--- src/design/qse_pkg.sv ---
// shared types for the quicksort engine
// holds the data width, the cell word, the cell control struct and the state enum; no dependencies
`timescale 1ns / 1ps
`default_nettype none

package qse_pkg;

  localparam int unsigned DataW = 32;

  // one element slot of the sorting chain
  typedef struct packed {
    logic                    valid;
    logic signed [DataW-1:0] value;
  } word_t;

  // per-cycle control shared by all cells
  typedef struct packed {
    logic shift;  // move every held word one cell toward the head
  } cell_ctrl_t;

  typedef enum logic [2:0] {
    ST_LOAD   = 3'b001,
    ST_SETTLE = 3'b010,
    ST_EMIT   = 3'b100
  } state_e;

endpackage

`default_nettype wire

--- src/design/qse_cell.sv ---
// insertion cell: keeps the smaller word, hands the larger on; on shift takes
// the right-hand held word; depends on qse_pkg for the word and control types
`timescale 1ns / 1ps
`default_nettype none

module qse_cell (
  input  wire                      clk_i,
  input  wire                      rst_ni,
  input  wire qse_pkg::cell_ctrl_t ctrl_i,
  input  wire qse_pkg::word_t      left_pass_i,
  input  wire qse_pkg::word_t      right_held_i,
  output qse_pkg::word_t           held_o,
  output qse_pkg::word_t           pass_o
);

  qse_pkg::word_t held_q, held_d;
  qse_pkg::word_t pass_q, pass_d;
  logic           take_left;

  // an empty cell counts as larger than anything
  assign take_left = left_pass_i.valid &&
                     (!held_q.valid || ($signed(left_pass_i.value) < $signed(held_q.value)));

  always_comb begin
    held_d = held_q;
    pass_d = left_pass_i;
    if (ctrl_i.shift) begin
      held_d = right_held_i;
      pass_d = '0;
    end else if (take_left) begin
      held_d = left_pass_i;
      pass_d = held_q;
    end
  end

  always_ff @(posedge clk_i or negedge rst_ni) begin
    if (!rst_ni) begin
      held_q <= '0;
      pass_q <= '0;
    end else begin
      held_q <= held_d;
      pass_q <= pass_d;
    end
  end

  assign held_o = held_q;
  assign pass_o = pass_q;

endmodule

`default_nettype wire

--- config.mk ---
export PLATFORM = sky130hd
export DESIGN_NAME = qse_cell
export DESIGN_NICKNAME = d
export VERILOG_FILES = /design/src/design/qse_pkg.sv /design/src/design/qse_cell.sv
export SDC_FILE = /design/constraint.sdc
export NUM_CORES = 1
export LEC_CHECK = 0
export ABC_AREA = 1
export BUFFER_PORTS_ARGS = -buffer_cell sky130_fd_sc_hd__buf_2
export CORE_ASPECT_RATIO = 1.25
export CORE_MARGIN = 4
export CORE_UTILIZATION = 45
export DETAILED_ROUTE_END_ITERATION = 7
export GPL_ROUTABILITY_DRIVEN = 0
export PLACE_DENSITY = 0.72
export SYNTH_ARGS = -nofsm -noshare
export SYNTH_HDL_FRONTEND = slang
export SYNTH_SLANG_ARGS = --single-unit
--- constraint.sdc ---
create_clock -name clk_i -period 5.9 [get_ports clk_i]
set_clock_uncertainty 0.2 [all_clocks]
set_input_delay 0.885 -clock clk_i [delete_from_list [all_inputs] [get_ports clk_i]]
set_output_delay 0.885 -clock clk_i [all_outputs]
set_load 0.1 [all_outputs]
# Word-level counts from Yosys, hierarchy flattened
# Cells that the tools add are included.
[op_classes]
n_lt_le_gt_ge = 1
mux = 4
n_reduce_logical = 4
[ops]
columns = ["op", "n"]
rows = [
  ["$mux W33", 4],
  ["$lt A32 B32 Y1", 1],
  ["$reduce_bool A2 Y1", 1],
  ["$logic_and A1 B1 Y1", 1],
  ["$logic_not A1 Y1", 1],
  ["$logic_or A1 B1 Y1", 1],
]
[word_totals]
reg_bits = 66
in_bits = 69
wordCells = 13

# Longest topological paths before layout
[logic_depth]
ltp_word = 5
mapped_depth = 19
depth_no_buf = 18

# Worst setup path after synthesis
# No wires, ideal clock.
[synth_path]
path_kind = "register to register"
start = "register held_q, in the netlist held_o[21]"
end = "register pass_q, in the netlist pass_o[3]"
setup_time_ns = 0.119
t_arrival_ns = 2.602
required_ns = 5.581
setup_slack_ns = 2.979
path_stages_with_launch = 15
path_buffers = 2
period_less_slack_ns = 2.921
cell_sequence = "dfrtp_1 > inv_1 > ha_1 > a21oi_1 > nor2_1 > nor2_1 > nand3_1 > a21oi_1 > nand2_1 > nand2_1 > nand3_2 > buf_6 > buf_4 > a21oi_1 > nor2_1"
[synth_lines]
columns = ["item", "line_no", "text"]
rows = [
  ["start: declaration", "qse_cell.sv:16", "qse_pkg::word_t held_q, held_d;"],
  ["start signal: assignment", "qse_cell.sv:41", "held_q <= held_d;"],
  ["end signal: assignment", "qse_cell.sv:42", "pass_q <= pass_d;"],
  ["end: declaration", "qse_cell.sv:17", "qse_pkg::word_t pass_q, pass_d;"],
]

# Worst setup path after layout
[layout_path]
start = "input port left_pass_i[15] in the netlist's numbering"
end = "register held_q, in the netlist held_o[20]"
[layout_via]
elab_chain_cells = 4
[layout_rtl]
columns = ["item", "line_no", "text"]
rows = [
  ["start: declaration", "qse_cell.sv:10", "input wire qse_pkg::word_t left_pass_i,"],
  ["$lt A32 B32 Y1", "qse_cell.sv:22", "(!held_q.valid || ($signed(left_pass_i.value) < $signed(held_q.value)));"],
  ["$logic_or A1 B1 Y1", "qse_cell.sv:22", ""],
  ["$logic_and A1 B1 Y1", "qse_cell.sv:21", "assign take_left = left_pass_i.valid &&"],
  ["$reduce_bool A2 Y1 (no source line)", "-", ""],
]
# Every way passes these cells.
# A chain may end at the register's enable or synchronous reset.

==> reports/metrics.cfg <==
[floorplanning]
die_w_um=93.34
die_h_um=114.7
ios=135
start_util_pct=46.57
coreArea_um2=8796
fp-row-count=38
dieArea_um2=10700

[detailed_routing]
ant_nets=0
vias_per_cell=4.955
wl_per_cell_um=13.62
drc=0
dr.pass1.iters=5
vias=3999
wl_um=10990
drt_iter0_drc=178

[sta]
setup_viol=0
hold_ws_ns=0.3316
tightest_slew_ns=0.9461
fin_crit_ns=3.517
fin_crit_sh_pct=59.61
rsz0062_at_grt=false
finalSetupTns_ns=0
slew_violations=0
fmax_ghz=0.2843
relSlewSlack_pct=36.93
hold_violations=0

[pwr]
sequentialPowerShare_pct=30.2
power_frac_clock_pct=19.5
powerDensity_nw_per_um2=371.8
p_sw_share_pct=52.54
combPwrFrac_pct=50.3
power.switching_uw=968.4
internal_power_uw=874.6
p_total_uw=1843
p_leak_uw=0.002939
ir_drop_uv=155.0

[critical_path]
cp-end-kind=register
critPathArrivalTime_ns=3.55
worstSetupPathType=primary input to register
required_ns=5.94
cp_max_fo=33
startpoint_type=primary input

[layout]
layout.nets=782
syn_to_final_growth_pct=21.01
stdcell_area_um2=4957
antenna_cells=0
drive_gt1_share_pct=25.18
post-route-util_pct=56.36

[job]
max-cap-violations=0

[place]
port_buffers=134
place_hpwl_um=7439
post_dp_cell_area_um2=4775

[logic_synthesis]
synth_top_area_share_pct=40.32
ys_warn_count=0
avgSynthCellArea_um2=7.225
netlist_top_cells_count=223 x nand2_1, 66 x dfrtp_1, 54 x nand3_1, 46 x a21oi_1, 43 x nor2_1
synth_area_leaders=dfrtp_1 40%, nand2_1 20%, ha_1 9.5%
ys_seq_area_share_pct=40.32
yosysMostFrequentCell=nand2_1
netlist_area_um2=4096
synth_top_area_cell=dfrtp_1
postSynthCellCount=567
synth_edf_count=0
synthFlopType=dfrtp_1
synthArstFlopShare_pct=100.0
synth-seq-cells=66
syn_nets=667
synth_cell_type_count=19

[worst_hold_path]
hold_path_class=register to register

[clocking]
insertion_delay_ns=0.35
cts_tree=done
postCtsHoldBufs=0
root_buffer=clkbuf_8
htreeDepth=3
post_cts_resized=0
cts.sink_count=66
numCtsBuffers=9
path_clk_slew_ns=0.07
post_cts_buffers=0
clockBufferDepth=2

[status]
outcome=completed

[global_route]
grt_pass1_wl_um=18340
grt_pass1_vias=4013
overflow=0
grt_usage_pct=21.47
antenna_found_initial=0
grt_max_degree=98

==> metal layers <==
layer | GRT usage, % | wire length (µm)
met4 | 8.113 | 226
met5 | 0 | 0
met1 | 26.56 | 4550
met2 | 36.55 | 5519
met3 | 4.536 | 691
==> flip-flops by register name, indices dropped and copies added, names as in the netlist <==
register and cells:
pass_o 33, held_o 33
==> final cells by class <==
type | instances | area (µm²)
sequential | 66 | 1652
inverter | 43 | 161.4
timing repair buffer | 138 | 700.7
clock buffer | 14 | 172.7
tap | 120 | 150.1
multi-input combinational | 424 | 2111
fill | 854 | 3839
clock inverter | 2 | 10.01
==> worst paths after layout <==
check	startpoint	to	slack [ns]	cells past startpoint
max	left_pass_i[15]	held_o[20]	2.38	15
min	held_o[31]	held_o[31]	0.33	2
max reg2reg	held_o[14]	held_o[20]	2.58	15
min reg2reg	held_o[31]	held_o[31]	0.33	2
max in group asynchronous	rst_ni	pass_o[26]	4.41	2
min in group asynchronous	rst_ni	pass_o[19]	0.52	2
==> worst max-delay path, stage by stage <==
cell and delay, ns:
buf_2 0.12, ha_1 0.29, nand2_1 0.07, inv_1 0.05
nand3_1 0.08, nor3_1 0.22, nand2_1 0.09, nand2_1 0.11
nand2_1 0.09, nand3_1 0.09, nand3_2 0.10, nand2_2 0.51
nand2_2 0.58, nand2_1 0.19, nand2_1 0.07
==> cell families after synthesis <==
family / after synthesis / synth area share (%)
AND/OR/NAND/NOR: 342 / 35.83
buffers and inverters: 77 / 8.155
flip-flops: 66 / 40.32
adder cells (fa/ha/maj): 31 / 9.468
AO/OA/AOI/OAI: 51 / 6.231
==> through the flow <==
stage,worst slack [ns],cells
after CTS,2.378,807
after floorplan,2.979,567
after global placement,2.083,791
after global routing,2.065,807
after detailed placement,1.991,791
final,2.383,807
==> power by group through the flow <==
stage          Combinational [µW]  Sequential (µW)  Clock [µW]
2_1_floorplan                 290             1040           0
5_1_grt                       997              564         390
4_1_cts                       934              556         372
6_report                      928              556         359
3_3_place_gp                  918              563           0
3_5_place_dp                  931              564           0
==> placed cells by master (no fill, tap or decap) <==
cell type and count:
inv_1 41, clkinv_2 2, buf_4 4, clkbuf_1 2, o21ai_0 3, inv_2 2
a21oi_1 46, buf_2 134, nand3_1 54, nand2_1 223, clkbuf_8 12, ha_1 31
nand4_1 1, nor2_1 43, nand2_2 2, dfrtp_1 66, nor3_1 2, nand3_2 17
o21ai_1 2
(Power assumes the default switching activity.)
